## src/rtl/aisp_pkg.sv

```systemverilog
// ----------------------------------------------------------------------------
// aisp_pkg
// Shared types and constants for the image stream parser.
// ----------------------------------------------------------------------------
`default_nettype none

package aisp_pkg;

    localparam int BYTE_W     = 8;
    localparam int MODE_W     = 2;
    localparam int POS_W      = 9;
    localparam int CFG_W      = 10;
    localparam int CFG_IDX_W  = 1;
    localparam int FILL_W     = 8;
    localparam int FIELD_W    = 2;
    localparam int WIN_W      = 56;
    localparam int ACC_EXT_W  = 12;

    localparam logic [CFG_W-1:0] LINE_BYTES_RST  = 10'd264;
    localparam logic [CFG_W-1:0] FRAME_LINES_RST = 10'd162;
    localparam logic [CFG_W-1:0] LINE_BYTES_MIN  = 10'd2;
    localparam logic [CFG_W-1:0] LINE_BYTES_MAX  = 10'd512;
    localparam logic [CFG_W-1:0] FRAME_LINES_MIN = 10'd1;
    localparam logic [CFG_W-1:0] FRAME_LINES_MAX = 10'd512;

    // text line ends after this many bytes
    localparam logic [FILL_W-1:0] FILL_MAX      = 8'd255;
    localparam logic [FILL_W-1:0] FILL_IPD_MIN  = 8'd4;
    localparam logic [FILL_W-1:0] FILL_CONN_MIN = 8'd7;

    localparam logic [31:0]      PAT_IPD     = 32'h2B49_5044;
    localparam logic [WIN_W-1:0] PAT_CONNECT = 56'h43_4F4E_4E45_4354;

    localparam logic [BYTE_W-1:0] CH_COLON = 8'h3A;
    localparam logic [BYTE_W-1:0] CH_COMMA = 8'h2C;
    localparam logic [BYTE_W-1:0] CH_LF    = 8'h0A;
    localparam logic [BYTE_W-1:0] CH_ZERO  = 8'h30;
    localparam logic [BYTE_W-1:0] CH_NINE  = 8'h39;

    localparam logic [FIELD_W-1:0] FIELD_CLIENT = 2'd1;
    localparam logic [FIELD_W-1:0] FIELD_MAX    = 2'd2;

    localparam logic [ACC_EXT_W-1:0] ACC_SAT = 12'd255;

    typedef enum logic [MODE_W-1:0] {
        MODE_IDLE   = 2'd0,
        MODE_SERVER = 2'd1,
        MODE_CLIENT = 2'd2,
        MODE_RECV   = 2'd3
    } t_link_mode;

    typedef enum logic [CFG_IDX_W-1:0] {
        CFG_LINE_BYTES  = 1'b0,
        CFG_FRAME_LINES = 1'b1
    } t_cfg_index;

    typedef struct packed {
        logic [MODE_W-1:0] link_mode;
        logic              pixel_valid;
        logic [BYTE_W-1:0] pixel_byte;
        logic [POS_W-1:0]  pixel_column;
        logic [POS_W-1:0]  pixel_line;
        logic              line_done;
        logic              frame_done;
        logic [BYTE_W-1:0] client_number;
        logic              connect_seen;
    } t_result;

endpackage

`default_nettype wire

```

## src/rtl/aisp_rx_if.sv

```systemverilog
// ----------------------------------------------------------------------------
// aisp_rx_if
// Received byte channel: valid/ready with one byte per transaction.
// ----------------------------------------------------------------------------
`default_nettype none

interface aisp_rx_if;
    logic                       valid;
    logic                       ready;
    logic [aisp_pkg::BYTE_W-1:0] rx_byte;

    modport source (output valid, output rx_byte, input ready);
    modport sink   (input valid, input rx_byte, output ready);
endinterface

`default_nettype wire

```

## src/rtl/aisp_res_if.sv

```systemverilog
// ----------------------------------------------------------------------------
// aisp_res_if
// Parser result channel: valid/ready with one result per transaction.
// ----------------------------------------------------------------------------
`default_nettype none

interface aisp_res_if;
    logic                        valid;
    logic                        ready;
    logic [aisp_pkg::MODE_W-1:0] link_mode;
    logic                        pixel_valid;
    logic [aisp_pkg::BYTE_W-1:0] pixel_byte;
    logic [aisp_pkg::POS_W-1:0]  pixel_column;
    logic [aisp_pkg::POS_W-1:0]  pixel_line;
    logic                        line_done;
    logic                        frame_done;
    logic [aisp_pkg::BYTE_W-1:0] client_number;
    logic                        connect_seen;

    modport source (
        output valid, output link_mode, output pixel_valid, output pixel_byte,
        output pixel_column, output pixel_line, output line_done,
        output frame_done, output client_number, output connect_seen,
        input ready
    );
    modport sink (
        input valid, input link_mode, input pixel_valid, input pixel_byte,
        input pixel_column, input pixel_line, input line_done,
        input frame_done, input client_number, input connect_seen,
        output ready
    );
endinterface

`default_nettype wire

```

## src/rtl/aisp_out_skid.sv

```systemverilog
// ----------------------------------------------------------------------------
// aisp_out_skid
// Output register with one skid entry; drives the result channel.
// ----------------------------------------------------------------------------
`default_nettype none

module aisp_out_skid (
    input  wire logic              i_clk,
    input  wire logic              i_rst_n,
    input  wire logic              i_valid,
    input  wire aisp_pkg::t_result i_data,
    output logic                   o_ready,
    aisp_res_if.source             o_res
);
    import aisp_pkg::*;

    logic    r_main_valid;
    logic    r_skid_valid;
    t_result r_main;
    t_result r_skid;
    logic    take;
    logic    push;

    assign o_ready = !r_skid_valid;
    assign take    = r_main_valid && o_res.ready;
    assign push    = i_valid && !r_skid_valid;

    always_ff @(posedge i_clk) begin
        if (!i_rst_n) begin
            r_main_valid <= 1'b0;
            r_skid_valid <= 1'b0;
        end else begin
            if (take) begin
                if (r_skid_valid) begin
                    r_skid_valid <= 1'b0;
                end else begin
                    r_main_valid <= push;
                end
            end else if (push) begin
                if (!r_main_valid) begin
                    r_main_valid <= 1'b1;
                end else begin
                    r_skid_valid <= 1'b1;
                end
            end
        end
    end

    always_ff @(posedge i_clk) begin
        if (take) begin
            if (r_skid_valid) begin
                r_main <= r_skid;
            end else begin
                r_main <= i_data;
            end
        end else if (push) begin
            if (!r_main_valid) begin
                r_main <= i_data;
            end else begin
                r_skid <= i_data;
            end
        end
    end

    assign o_res.valid         = r_main_valid;
    assign o_res.link_mode     = r_main.link_mode;
    assign o_res.pixel_valid   = r_main.pixel_valid;
    assign o_res.pixel_byte    = r_main.pixel_byte;
    assign o_res.pixel_column  = r_main.pixel_column;
    assign o_res.pixel_line    = r_main.pixel_line;
    assign o_res.line_done     = r_main.line_done;
    assign o_res.frame_done    = r_main.frame_done;
    assign o_res.client_number = r_main.client_number;
    assign o_res.connect_seen  = r_main.connect_seen;

`ifndef NO_ASSERTIONS
    a_skid_needs_main: assert property (@(posedge i_clk) disable iff (!i_rst_n)
        r_skid_valid |-> r_main_valid)
        else $error("skid entry held without main entry");

    a_skid_fill_on_stall: assert property (@(posedge i_clk) disable iff (!i_rst_n)
        $rose(r_skid_valid) |-> $past(r_main_valid && !o_res.ready && i_valid))
        else $error("skid filled without a stalled main entry");

    a_skid_drains_first: assert property (@(posedge i_clk) disable iff (!i_rst_n)
        (r_skid_valid && o_res.ready) |=> (r_main == $past(r_skid)) && !r_skid_valid)
        else $error("skid entry not moved to main");
`endif

endmodule

`default_nettype wire

```

## src/rtl/at_ipd_image_stream_parser.sv

```systemverilog
// ----------------------------------------------------------------------------
// at_ipd_image_stream_parser
// Receive-side parser for a Wi-Fi module link carrying camera frames.
// ----------------------------------------------------------------------------
// Takes one received byte per transaction and returns exactly one result per
// byte. The byte is parsed in the cycle it is accepted: the running state
// (byte window, header parser, text line fill, pixel column/line) updates at
// that edge and the result lands in an output register backed by one skid
// entry, so a byte can be accepted every cycle while the skid entry is free.
// The input stalls only when both output entries are full.
// line_bytes is used clamped to [2,512] and frame_lines to [1,512].
// Configuration writes take effect at the next byte.
`default_nettype none

module at_ipd_image_stream_parser (
    input  wire logic                          i_clk,
    input  wire logic                          i_rst_n,
    input  wire logic                          i_cfg_wr_en,
    input  wire logic [aisp_pkg::CFG_IDX_W-1:0] i_cfg_index,
    input  wire logic [aisp_pkg::CFG_W-1:0]     i_cfg_data,
    aisp_rx_if.sink                            i_rx,
    aisp_res_if.source                         o_res
);
    import aisp_pkg::*;

    logic [CFG_W-1:0]   r_line_bytes;
    logic [CFG_W-1:0]   r_frame_lines;

    t_link_mode         r_mode,   n_mode;
    logic [WIN_W-1:0]   r_win,    n_win;
    logic               r_hdr,    n_hdr;
    logic [FIELD_W-1:0] r_field,  n_field;
    logic [BYTE_W-1:0]  r_acc,    n_acc;
    logic [BYTE_W-1:0]  r_client, n_client;
    logic [FILL_W-1:0]  r_fill,   n_fill;
    logic               r_cflag,  n_cflag;
    logic [POS_W-1:0]   r_col,    n_col;
    logic [POS_W-1:0]   r_line,   n_line;

    logic [CFG_W-1:0]     lb;
    logic [CFG_W-1:0]     fl;
    logic [CFG_W-1:0]     col_sum;
    logic [CFG_W-1:0]     line_sum;
    logic [ACC_EXT_W-1:0] acc_next;
    logic [BYTE_W-1:0]    b;
    logic                 accept;
    logic                 res_ready;
    t_result              res;

    assign b      = i_rx.rx_byte;
    assign accept = i_rx.valid && res_ready;
    assign i_rx.ready = res_ready;

    always_ff @(posedge i_clk) begin
        if (!i_rst_n) begin
            r_line_bytes  <= LINE_BYTES_RST;
            r_frame_lines <= FRAME_LINES_RST;
        end else if (i_cfg_wr_en) begin
            unique case (t_cfg_index'(i_cfg_index))
                CFG_LINE_BYTES:  r_line_bytes  <= i_cfg_data;
                CFG_FRAME_LINES: r_frame_lines <= i_cfg_data;
                default:         r_line_bytes  <= r_line_bytes;
            endcase
        end
    end

    always_comb begin
        lb = (r_line_bytes < LINE_BYTES_MIN) ? LINE_BYTES_MIN :
             (r_line_bytes > LINE_BYTES_MAX) ? LINE_BYTES_MAX : r_line_bytes;
        fl = (r_frame_lines < FRAME_LINES_MIN) ? FRAME_LINES_MIN :
             (r_frame_lines > FRAME_LINES_MAX) ? FRAME_LINES_MAX : r_frame_lines;
    end

    always_comb begin
        n_mode   = r_mode;
        n_hdr    = r_hdr;
        n_field  = r_field;
        n_acc    = r_acc;
        n_client = r_client;
        n_cflag  = r_cflag;
        n_col    = r_col;
        n_line   = r_line;
        n_win    = {r_win[WIN_W-BYTE_W-1:0], b};
        n_fill   = (r_fill < FILL_MAX) ? r_fill + 1'b1 : r_fill;
        col_sum  = {1'b0, r_col} + 1'b1;
        line_sum = {1'b0, r_line} + 1'b1;
        acc_next = {1'b0, r_acc, 3'b000} + {3'b000, r_acc, 1'b0}
                 + {{(ACC_EXT_W-BYTE_W){1'b0}}, b - CH_ZERO};
        res      = '0;

        if (n_fill >= FILL_IPD_MIN && n_win[31:0] == PAT_IPD) begin
            n_hdr   = 1'b1;
            n_field = '0;
            n_acc   = '0;
            n_fill  = '0;
            n_cflag = 1'b0;
        end

        if (n_hdr) begin
            if (b == CH_COLON) begin
                n_client = n_acc;
                n_mode   = MODE_RECV;
                n_col    = '0;
                n_hdr    = 1'b0;
                n_fill   = '0;
                n_cflag  = 1'b0;
            end else if (b == CH_COMMA) begin
                if (n_field < FIELD_MAX) begin
                    n_field = n_field + 1'b1;
                end
            end else if (b >= CH_ZERO && b <= CH_NINE && n_field == FIELD_CLIENT) begin
                // digits only when entering from a running header use r_acc
                n_acc = (r_hdr && r_field == FIELD_CLIENT && acc_next <= ACC_SAT)
                      ? acc_next[BYTE_W-1:0] : ACC_SAT[BYTE_W-1:0];
            end
        end else begin
            if (n_fill >= FILL_CONN_MIN && n_win == PAT_CONNECT) begin
                n_cflag = 1'b1;
            end

            if (r_mode == MODE_RECV) begin
                res.pixel_valid  = 1'b1;
                res.pixel_byte   = b;
                res.pixel_column = r_col;
                res.pixel_line   = r_line;
                if (col_sum >= lb) begin
                    res.line_done = 1'b1;
                    n_col         = '0;
                    if (line_sum >= fl) begin
                        res.frame_done = 1'b1;
                        n_mode         = MODE_SERVER;
                        n_line         = '0;
                    end else begin
                        n_line = line_sum[POS_W-1:0];
                    end
                end else begin
                    n_col = col_sum[POS_W-1:0];
                end
            end

            if (b == CH_LF || n_fill >= FILL_MAX) begin
                if (n_cflag) begin
                    n_mode           = MODE_CLIENT;
                    res.connect_seen = 1'b1;
                end
                n_fill  = '0;
                n_cflag = 1'b0;
            end
        end

        res.link_mode     = n_mode;
        res.client_number = n_client;
    end

    always_ff @(posedge i_clk) begin
        if (!i_rst_n) begin
            r_mode   <= MODE_IDLE;
            r_win    <= '0;
            r_hdr    <= 1'b0;
            r_field  <= '0;
            r_acc    <= '0;
            r_client <= '0;
            r_fill   <= '0;
            r_cflag  <= 1'b0;
            r_col    <= '0;
            r_line   <= '0;
        end else if (accept) begin
            r_mode   <= n_mode;
            r_win    <= n_win;
            r_hdr    <= n_hdr;
            r_field  <= n_field;
            r_acc    <= n_acc;
            r_client <= n_client;
            r_fill   <= n_fill;
            r_cflag  <= n_cflag;
            r_col    <= n_col;
            r_line   <= n_line;
        end
    end

    aisp_out_skid u_out_skid (
        .i_clk   (i_clk),
        .i_rst_n (i_rst_n),
        .i_valid (accept),
        .i_data  (res),
        .o_ready (res_ready),
        .o_res   (o_res)
    );

`ifndef NO_ASSERTIONS
    a_pixel_zero_when_idle: assert property (@(posedge i_clk) disable iff (!i_rst_n)
        (o_res.valid && !o_res.pixel_valid) |->
            (o_res.pixel_byte == '0 && o_res.pixel_column == '0 && o_res.pixel_line == '0))
        else $error("pixel fields nonzero without pixel");

    a_frame_ends_line: assert property (@(posedge i_clk) disable iff (!i_rst_n)
        (o_res.valid && o_res.frame_done) |-> (o_res.line_done && o_res.pixel_valid))
        else $error("frame done without line done");

    a_connect_mode: assert property (@(posedge i_clk) disable iff (!i_rst_n)
        (o_res.valid && o_res.connect_seen) |-> (o_res.link_mode == MODE_CLIENT))
        else $error("connect seen without client mode");

    a_frame_mode: assert property (@(posedge i_clk) disable iff (!i_rst_n)
        (o_res.valid && o_res.frame_done && !o_res.connect_seen) |->
            (o_res.link_mode == MODE_SERVER))
        else $error("frame done without server mode");

    a_column_in_line: assert property (@(posedge i_clk) disable iff (!i_rst_n)
        (accept && r_mode == MODE_RECV && !n_hdr && !res.line_done) |=>
            ({1'b0, r_col} < lb))
        else $error("column beyond line length");
`endif

endmodule

`default_nettype wire
```

## src/flat_wrapper.sv

```systemverilog
// flat-port wrapper written by rule: the top's interface ports become plain ports
module at_ipd_image_stream_parser_flat import aisp_pkg::*;
  (i_clk, i_rst_n, i_cfg_wr_en, i_cfg_index, i_cfg_data, i_rx_valid, i_rx_rx_byte, i_rx_ready, o_res_valid, o_res_link_mode, o_res_pixel_valid, o_res_pixel_byte, o_res_pixel_column, o_res_pixel_line, o_res_line_done, o_res_frame_done, o_res_client_number, o_res_connect_seen, o_res_ready);
  aisp_rx_if i_rx_i ();
  aisp_res_if o_res_i ();
  input  wire logic i_clk;
  input  wire logic i_rst_n;
  input  wire logic i_cfg_wr_en;
  input  wire logic [aisp_pkg::CFG_IDX_W-1:0] i_cfg_index;
  input  wire logic [aisp_pkg::CFG_W-1:0] i_cfg_data;
  input wire logic [$bits(i_rx_i.valid)-1:0] i_rx_valid;
  input wire logic [$bits(i_rx_i.rx_byte)-1:0] i_rx_rx_byte;
  output wire logic [$bits(i_rx_i.ready)-1:0] i_rx_ready;
  output wire logic [$bits(o_res_i.valid)-1:0] o_res_valid;
  output wire logic [$bits(o_res_i.link_mode)-1:0] o_res_link_mode;
  output wire logic [$bits(o_res_i.pixel_valid)-1:0] o_res_pixel_valid;
  output wire logic [$bits(o_res_i.pixel_byte)-1:0] o_res_pixel_byte;
  output wire logic [$bits(o_res_i.pixel_column)-1:0] o_res_pixel_column;
  output wire logic [$bits(o_res_i.pixel_line)-1:0] o_res_pixel_line;
  output wire logic [$bits(o_res_i.line_done)-1:0] o_res_line_done;
  output wire logic [$bits(o_res_i.frame_done)-1:0] o_res_frame_done;
  output wire logic [$bits(o_res_i.client_number)-1:0] o_res_client_number;
  output wire logic [$bits(o_res_i.connect_seen)-1:0] o_res_connect_seen;
  input wire logic [$bits(o_res_i.ready)-1:0] o_res_ready;
  assign i_rx_i.valid = i_rx_valid;
  assign i_rx_i.rx_byte = i_rx_rx_byte;
  assign i_rx_ready = i_rx_i.ready;
  assign o_res_valid = o_res_i.valid;
  assign o_res_link_mode = o_res_i.link_mode;
  assign o_res_pixel_valid = o_res_i.pixel_valid;
  assign o_res_pixel_byte = o_res_i.pixel_byte;
  assign o_res_pixel_column = o_res_i.pixel_column;
  assign o_res_pixel_line = o_res_i.pixel_line;
  assign o_res_line_done = o_res_i.line_done;
  assign o_res_frame_done = o_res_i.frame_done;
  assign o_res_client_number = o_res_i.client_number;
  assign o_res_connect_seen = o_res_i.connect_seen;
  assign o_res_i.ready = o_res_ready;
  at_ipd_image_stream_parser u_core (.i_clk(i_clk), .i_rst_n(i_rst_n), .i_cfg_wr_en(i_cfg_wr_en), .i_cfg_index(i_cfg_index), .i_cfg_data(i_cfg_data), .i_rx(i_rx_i), .o_res(o_res_i));
endmodule
```

## config.mk

```make
export PLATFORM = sky130hd
export DESIGN_NAME = at_ipd_image_stream_parser_flat
export DESIGN_NICKNAME = d
export VERILOG_FILES = /design/src/rtl/aisp_pkg.sv /design/src/rtl/aisp_rx_if.sv /design/src/rtl/aisp_res_if.sv /design/src/rtl/aisp_out_skid.sv /design/src/rtl/at_ipd_image_stream_parser.sv /design/src/flat_wrapper.sv
export SDC_FILE = /design/constraint.sdc
export NUM_CORES = 1
export LEC_CHECK = 0
export ABC_AREA = 1
export BUFFER_PORTS_ARGS = -buffer_cell sky130_fd_sc_hd__buf_2
export CAP_MARGIN = 0
export CORE_AREA = 2 2 136 138
export DETAILED_ROUTE_END_ITERATION = 8
export DIE_AREA = 0 0 138 140
export PLACE_DENSITY = 0.76
export SETUP_SLACK_MARGIN = 0.3
export SLEW_MARGIN = 20
export SYNTH_ARGS = -nofsm -noshare
export SYNTH_HDL_FRONTEND = slang
export SYNTH_HIERARCHICAL = 1
export SYNTH_SLANG_ARGS = --single-unit
```

## constraint.sdc

```tcl
create_clock -name i_clk -period 4.43 [get_ports i_clk]
set_input_delay 0 -clock i_clk [delete_from_list [all_inputs] [get_ports i_clk]]
set_output_delay 0 -clock i_clk [all_outputs]
set_load 0.05 [all_outputs]
```

==> results of run 1 <==
layout make-up:
cell class                 instances  area (sq um)
clock buffer                      17         425.4
clock inverter                    15         136.4
fill                            1534          6902
inverter                         107         406.6
multi-input combinational        822          4298
sequential                       198          4765
tap                              229         286.5
timing repair buffer              90         560.5
flip-flops by register name (all words and copies together), names as in the netlist, 9 cells and up:
register,count
u_core/u_out_skid/o_res.pixel_line,9
u_core/u_out_skid/o_res.pixel_column,9
u_core/r_frame_lines,10
u_core/r_col,9
u_core/r_line,9
u_core/r_win,48
u_core/u_out_skid/r_skid,40
u_core/r_line_bytes,10
routing by layer:
metal | vias up | track usage | part of all wire
li1 | 4048 | - | -
met1 | 3655 | 0.3130 | 0.48
met2 | 237 | 0.3330 | 0.45
met3 | 26 | 0.03385 | 0.052
met4 | 0 | 0.06821 | 0.014
met5 | - | 0 | 0
worst min-delay path: cells and delay by family:
family                 cells  cell delay, ns
AND/OR/NAND/NOR            1            0.13
buffers and inverters      1            0.09
AO/OA/AOI/OAI              1            0.18
synth_stat cells (5+ instances only):
| cell | instances | area share |
|---|---|---|
| a21oi_1 | 86 | 0.044 |
| a22oi_1 | 6 | 0.0047 |
| buf_2 | 5 | 0.0026 |
| clkbuf_1 | 33 | 0.013 |
| clkinv_1 | 5 | 0.0019 |
| dfxtp_1 | 118 | 0.24 |
| edfxtp_1 | 80 | 0.25 |
| fa_1 | 6 | 0.012 |
| ha_1 | 40 | 0.052 |
| inv_1 | 95 | 0.037 |
| inv_2 | 5 | 0.0019 |
| nand2_1 | 216 | 0.084 |
| nand2_2 | 15 | 0.0097 |
| nand3_1 | 39 | 0.020 |
| nand4_1 | 20 | 0.013 |
| nor2_1 | 177 | 0.069 |
| nor3_1 | 8 | 0.0041 |
| nor4_1 | 9 | 0.0058 |
| o21ai_0 | 140 | 0.072 |
| o21ai_1 | 15 | 0.0078 |
| xor2_1 | 14 | 0.013 |
metrics by stage:
step | instances | total power [W]
floorplan | 1177 | 0.002486
global placement | 1427 | 0.002599
detailed placement | 1427 | 0.002612
CTS | 1478 | 0.004080
global route | 1478 | 0.004224
finish | 1478 | 0.004053
power groups by stage:
stage	Clock (W)	Sequential [W]	Combinational, W
floorplan	0	0.00222	0.000261
global placement	0	0.00210	0.000499
detailed placement	0	0.00210	0.000508
CTS	0.00149	0.00206	0.000523
global route	0.00157	0.00208	0.000578
finish	0.00147	0.00206	0.000522
layout by cell type (no fill, tap or decap), drive strengths merged, types with 2 or more instances in the layout:
cell,synthesis,layout
a21oi,87,87
a22oi,6,6
buf,13,71
clkbuf,37,17
clkinv,5,7
clkinvlp,0,5
dfxtp,118,118
dlygate4sd3,0,19
edfxtp,80,80
fa,6,6
ha,40,40
inv,102,110
nand2,232,232
nand3,39,39
nand3b,2,2
nand4,20,20
nor2,184,184
nor3,8,8
nor3b,2,2
nor4,9,9
o211ai,4,4
o21a,2,2
o21ai,155,155
o31ai,2,2
or2,2,2
xnor2,3,3
xor2,14,14
cells by family (layout without fill, tap and decap cells):
group / after synthesis / count (layout)
xor+xnor: 17 / 17
simple gates: 499 / 499
compound gates: 259 / 259
fa+ha+maj: 46 / 46
buf+inv: 157 / 229
mux: 1 / 1
flops: 198 / 198
path summary, 6_finish.rpt:
check	to	slack (ns)
worst min register to register	u_core/r_win[43]	0.49
worst min-delay path	u_core/r_line_bytes[8]	0.008
worst max register to register	u_core/r_line[1]	1.09
worst max-delay path	u_core/r_line[1]	1.09
==> summary.md, run 1 <==
| Metric | Value |
|---|---|
| Root Driver | `clkbuf_16` |
| CTS tree | `yes` |
| Worst hold path startpoint | `i_cfg_index` |
| Final WL | `20770 microns` |
| Antenna cells | `0` |
| Mapped cell area | `9684 sq um` |
| DIE AREA | `between 15000 and 20000 sq um` |
| Layout cells sized above 1 | `0.1121` |
| Number of global-route vias before repair | `7190` |
| Slew Limit Fails | `0` |
| Hold-fix buffers, CTS | `19` |
| Final setup margin | `~1.1 ns` |
| Setup TNS Final | `0 ns` |
| Vias | `between 7000 and 8000` |
| Max IR drop VDD | `316.4 uV` |
| R2r worst-path depth | `15` |
| Synth Area in XOR/XNOR | `0.01537` |
| IO Port Bufs | `65` |
| Post-Synth Adder-Cell Area | `0.06408` |
| Number of synthesized register bits | `198` |
| DRT antenna net count | `0` |
| Total iterations of the first detailed-routing run | `5` |
| Switching share of power | `0.2874` |
| Area grow syn2layout | `12.33%` |
| Max-slew headroom | `0.4750` |
| FMAX | `between 200 and 300 MHz` |
| Setup CP Type | `reg -> reg` |
| Critical Path Source | `u_core/r_line_bytes[1]` |
| Sequential share of power | `0.509` |
| Core Area | `17780 sq um` |
| Power Internal | `0.002888 W` |
| CTS clock-pin slew for the worst setup and hold paths | `about 0.07 ns` |
| Pleak | `around 4.6 nW` |
| Area share of and/or/nand/nor cells after synthesis | `0.2213` |
| Largest net degree at the start of global routing | `85` |
| Mux cell area share after synthesis | `0.001163` |
| Cells after synthesis | `1177` |
| Drt first-iter violations | `708` |
| Setup Viol. Count Final | `0` |
| Die Ht | `140 microns` |
| Critical Path Max Stage Delay | `between 0.6 and 0.7 ns` |
| Gate power share | `0.129` |
| Worst clock skew | `0.009596 ns` |
| Overflow after GRT | `0` |
| CP endpoint kind | `flop` |
| Clock power share | `0.362` |
| Final nets | `~1300` |
| Run status | `completed` |
| Overall Global Routing Usage | `0.2154` |
| Clock sink count | `198` |
| Gp weighted congestion | `0.8279` |
| # H-tree levels | `4` |
| Post-DP Area | `~10000 sq um` |
| Drc violations | `0` |
| CP cell instances | `nor3_1, nand4_1, o31ai_1, nand2_1, ha_1, nand2_1, nor4_1, nand3_1, nand4_1, nand2_1, nor2_4, nand2_2, nor2_4, nand2_1, a21oi_1` |
| TritonCTS buffer count | `17` |
| Std-Cell Rows | `49` |
| Worst hold path depth | `3` |
| Worst skew pair latency | `0.43 ns` |
| Die W | `138 microns` |
| Syn nets | `1247` |
| Largest family of logic cells by synthesized area | `simple AND/OR/NAND/NOR gates` |
| Fin util | `0.6118` |
| Synth warn | `6` |
| RSZ-0062 raised after global routing | `false` |
| Final period utilization | `0.7530` |
| Async set or reset register ratio after synthesis | `0` |
| Initial Utilization | `0.5447` |
| Worst hold margin | `0.008412 ns` |
| Routed wire length per instance | `roughly 14 microns` |
| Register area share after synthesis | `0.4920` |
| HP Class | `in -> reg` |
| CP startpoint kind | `flop` |
| Net load switching power | `approximately 0.0012 W` |
| First-pass GRT wire length | `34920 microns` |
| CP max-delay cell | `o31ai_1` |
| CP most frequent cell | `nand2_1` |
| Critical path depth | `15` |
| Post-synth EDFFs | `80` |
| Crit Path Max Fanout | `10` |
| Post-route minimum period | `3.336 ns` |
| PD cells | `372.6 nW/um^2` |
| WP data required | `between 4 and 5 ns` |
| Clk buf depth | `2` |
| Worst reg2reg path startpoint | `u_core/r_line_bytes[1]` |
| Design area | `~11000 sq um` |
| IO Pins | `66` |
| Synth cell types | `43` |
| Post-CTS sizing | `0` |
| Max-Cap Viols | `0` |
| Critical path data arrival time | `3.69 ns` |
| Setup bufs post-CTS | `0` |
| Actual slew at the worst max-slew pin | `0.7874 ns` |
| Placement Setup Slack | `1.133 ns` |
| Post-DP HPWL | `approximately 14000 microns` |
| Sum of buffers and inverters on the critical path | `0` |
| Top delay family on crit path | `simple AND/OR/NAND/NOR gates` |
| Initial antenna violation count | `0` |
| Final Hold Viols | `0` |
| Vias/cell | `5.390` |
| Top FF cell, synth | `dfxtp_1` |
| Compound-gate portion of the synthesized area | `0.1393` |
| Syn avg cell area | `8.228 sq um` |
Note: power is estimated with default switching activity, not from simulation.
==> run 2: changes to the inputs <==
Settings changed: ABC_AREA 1 to 0, CORE_AREA 2 2 136 138 to 2 2 137 139, DIE_AREA 0 0 138 140 to 0 0 139 141, PLACE_DENSITY 0.76 to 0.73.
Clock period 4.43 ns to 3.4 ns, I/O delays scaled along.
==> summary.md, run 2 <==
| Metric | Value |
|---|---|
| Cells after synthesis | `1005` |
| Clock power share | `0.386` |
| Fillers | `1466` |
| Initial antenna violation count | `0` |
| Post-DP HPWL | `approximately 14000 microns` |
| Critical Path Source | `u_core/r_line_bytes[7]` |
| HP Class | `in -> reg` |
| Final setup margin | `0.3251 ns` |
| Initial Utilization | `0.5368` |
| Overflow after GRT | `0` |
| Std-Cell Rows | `50` |
| Power Internal | `0.003647 W` |
| Setup Viol. Count Final | `0` |
| Gp weighted congestion | `around 0.84` |
| # H-tree levels | `4` |
| Syn nets | `1075` |
| Placement Setup Slack | `0.1357 ns` |
| Gate power share | `0.099` |
| CTS clock-pin slew for the worst setup and hold paths | `0.07 ns` |
| Worst reg2reg path startpoint | `u_core/r_line_bytes[7]` |
| Drt first-iter violations | `675` |
| Non-Filler Instances | `1320` |
| Async set or reset register ratio after synthesis | `0` |
| Final nets | `about 1100` |
| Die W | `139 microns` |
| DRT antenna net count | `0` |
| R2r worst-path depth | `13` |
| Syn avg cell area | `about 10 sq um` |
| Final period utilization | `0.9044` |
| Cell with the most instances after synthesis | `nand2_1` |
| Crit Path Max Fanout | `3` |
| Post-route minimum period | `a little over 3 ns` |
| Worst hold path depth | `4` |
| Worst hold margin | `approximately 0.015 ns` |
| CP endpoint kind | `flop` |
| Worst hold path startpoint | `o_res_ready` |
| Switching share of power | `0.2725` |
| Max IR drop VDD | `422.4 uV` |
| Worst skew pair latency | `0.44 ns` |
| Largest registers | `u_core/r_win (48), u_core/u_out_skid/r_skid (40)` |
| Mux cell area share after synthesis | `0.07693` |
| Vias | `7465` |
| Sequential share of power | `0.516` |
| Most common cell after layout, fill and taps aside | `nand2_1` |
| Largest family of logic cells by synthesized area | `simple AND/OR/NAND/NOR gates` |
| First-pass GRT wire length | `34340 microns` |
| Core Area | `18270 sq um` |
| Synth top cells by count | `nand2_1 (215), dfxtp_1 (118), a21oi_1 (91)` |
| Post-synth EDFFs | `80` |
| Actual slew at the worst max-slew pin | `~0.75 ns` |
| Largest register FFs | `48` |
| Drc violations | `0` |
| Layout cells sized above 1 | `0.1961` |
| Leading area contributor after synthesis | `edfxtp_1` |
| Number of global-route vias before repair | `about 7000` |
| Routed wire length per instance | `15.91 microns` |
| CTS tree | `yes` |
| Die Ht | `141 microns` |
| Pleak | `4.554 nW` |
| Final Hold Viols | `0` |
| Leading cell types in the layout, fill and taps excluded | `nand2_1 (213), dfxtp_1 (108), a21oi_1 (88)` |
| Max-Cap Viols | `0` |
| Worst clock skew | `0.01557 ns` |
| Setup CP Type | `reg -> reg` |
| Design area | `11300 sq um` |
| FF-to-FF setup slack | `~0.33 ns` |
| Critical path data arrival time | `3.26 ns` |
| Overall Global Routing Usage | `0.2140` |
| FMAX | `between 300 and 400 MHz` |
| Largest Register | `u_core/r_win` |
| Net load switching power | `0.001366 W` |
| Compound-gate portion of the synthesized area | `0.1151` |
| Largest net degree at the start of global routing | `66` |
| RSZ-0062 raised after global routing | `true` |
| Synth cell types | `67` |
| IO Pins | `66` |
| Number of synthesized register bits | `198` |
| Clock sink count | `198` |
| Root Driver | `clkbuf_16` |
| Post-DP Area | `10320 sq um` |
| Clk buf depth | `2` |
| Max-slew headroom | `0.4988` |
| Synth warn | `6` |
| CP startpoint kind | `flop` |
| Final WL | `21000 microns` |
| Area grow syn2layout | `15.27%` |
| Setup TNS Final | `0 ns` |
| Run status | `completed` |
| Antenna cells | `0` |
| Largest cells by area after synthesis | `edfxtp_1 (24%), dfxtp_1 (24%), nand2_1 (8.2%), mux2_4 (6.1%), ha_1 (5.1%)` |
| Register area share after synthesis | `0.4858` |
| Post-Synth Adder-Cell Area | `0.06328` |
| DIE AREA | `19600 sq um` |
| TritonCTS buffer count | `17` |
| PD cells | `443.5 nW/um^2` |
| WP data required | `~3.6 ns` |
| Vias/cell | `5.655` |
| IO Port Bufs | `65` |
| Total iterations of the first detailed-routing run | `5` |
| Share of the synthesized area in the top cell type | `0.2450` |
| Area share of and/or/nand/nor cells after synthesis | `0.2089` |
| Synth Area in XOR/XNOR | `0.01250` |
| Mapped cell area | `9807 sq um` |
| Top FF cell, synth | `dfxtp_1` |
| Slew Limit Fails | `0` |
| Placed Cells incl. Taps | `about 1300` |
| Worst Hold End | `u_core/u_out_skid/r_skid_valid` |
| Reg2reg end | `u_core/u_out_skid/o_res.link_mode[1]` |
run 2: changes by cell type after synthesis, sizes merged, moves of 13 or more:
cell    delta
nand2     -17
and2      +28
nor2     -151
mux2      +42
nand2b    +13
inv       -73
o21ai    -125
run 2: layout make-up:
type                       count  area [sq um]  area share
multi-input combinational    723          4867      0.4305
inverter                      30         112.6    0.009961
timing repair buffer         103         683.2     0.06043
clock inverter                14         135.1     0.01195
sequential                   198          4785      0.4232
clock buffer                  18         429.2     0.03796
tap                          234         292.8     0.02590
run 2: per-stage QoR:
stage               power [W]  utilization
floorplan            0.002981            -
global placement     0.003098       0.5649
detailed placement   0.003107       0.5649
CTS                  0.005039       0.6091
global route         0.005183       0.6188
finish               0.005013       0.6188
run 2: critical path: stages (launching register included):
cell	delay, ns
dfxtp_2	0.34
nor4_2	0.25
nand2_1	0.15
o31ai_4	0.30
nand2_2	0.11
ha_4	0.28
a21o_1	0.13
a21oi_2	0.07
nand2_1	0.07
a21oi_2	0.03
a211o_1	0.33
o21a_1	0.20
o32a_1	0.31
mux2_4	0.26
run 2: cell families after synthesis:
family,Yosys count
xor+xnor,14
simple gates,420
mux,55
fa+ha+maj,46
flops,198
compound gates,187
buf+inv,85
run 2: how the worst max path moves through the flow:
stage | depth (start not counted) | end
floorplan | 16 | u_core/r_acc[6]
global placement | 7 | u_core/r_fill[3]
detailed placement | 7 | u_core/r_fill[4]
CTS | 9 | u_core/u_out_skid/o_res.link_mode[1]
global route | 13 | u_core/u_out_skid/o_res.link_mode[1]
finish | 13 | u_core/u_out_skid/o_res.link_mode[1]
run 2: per-layer routing:
metal / global-route usage / up-vias / wire length (microns)
met3: 0.03804 / 27 / 911
met5: 0 / - / 0
li1: - / 3725 / -
met4: 0.07656 / 0 / 409
met1: 0.2964 / 3527 / 9979
met2: 0.3404 / 186 / 9699
run 2: power groups by stage:
stage	clock network [W]	logic (W)	registers, W
floorplan	0	0.000193	0.00279
global placement	0	0.000461	0.00264
detailed placement	0	0.000467	0.00264
CTS	0.00197	0.000487	0.00259
global route	0.00205	0.000533	0.00260
finish	0.00193	0.000494	0.00259
run 2: what timing repair did:
action,4_1_cts,5_1_grt
resized for setup,6,45
buffers inserted,0,3
endpoints found under the hold margin,31,0
endpoints found under the setup margin,21,60
pin swaps,1,11
cloned,1,0
hold buffers,21,0
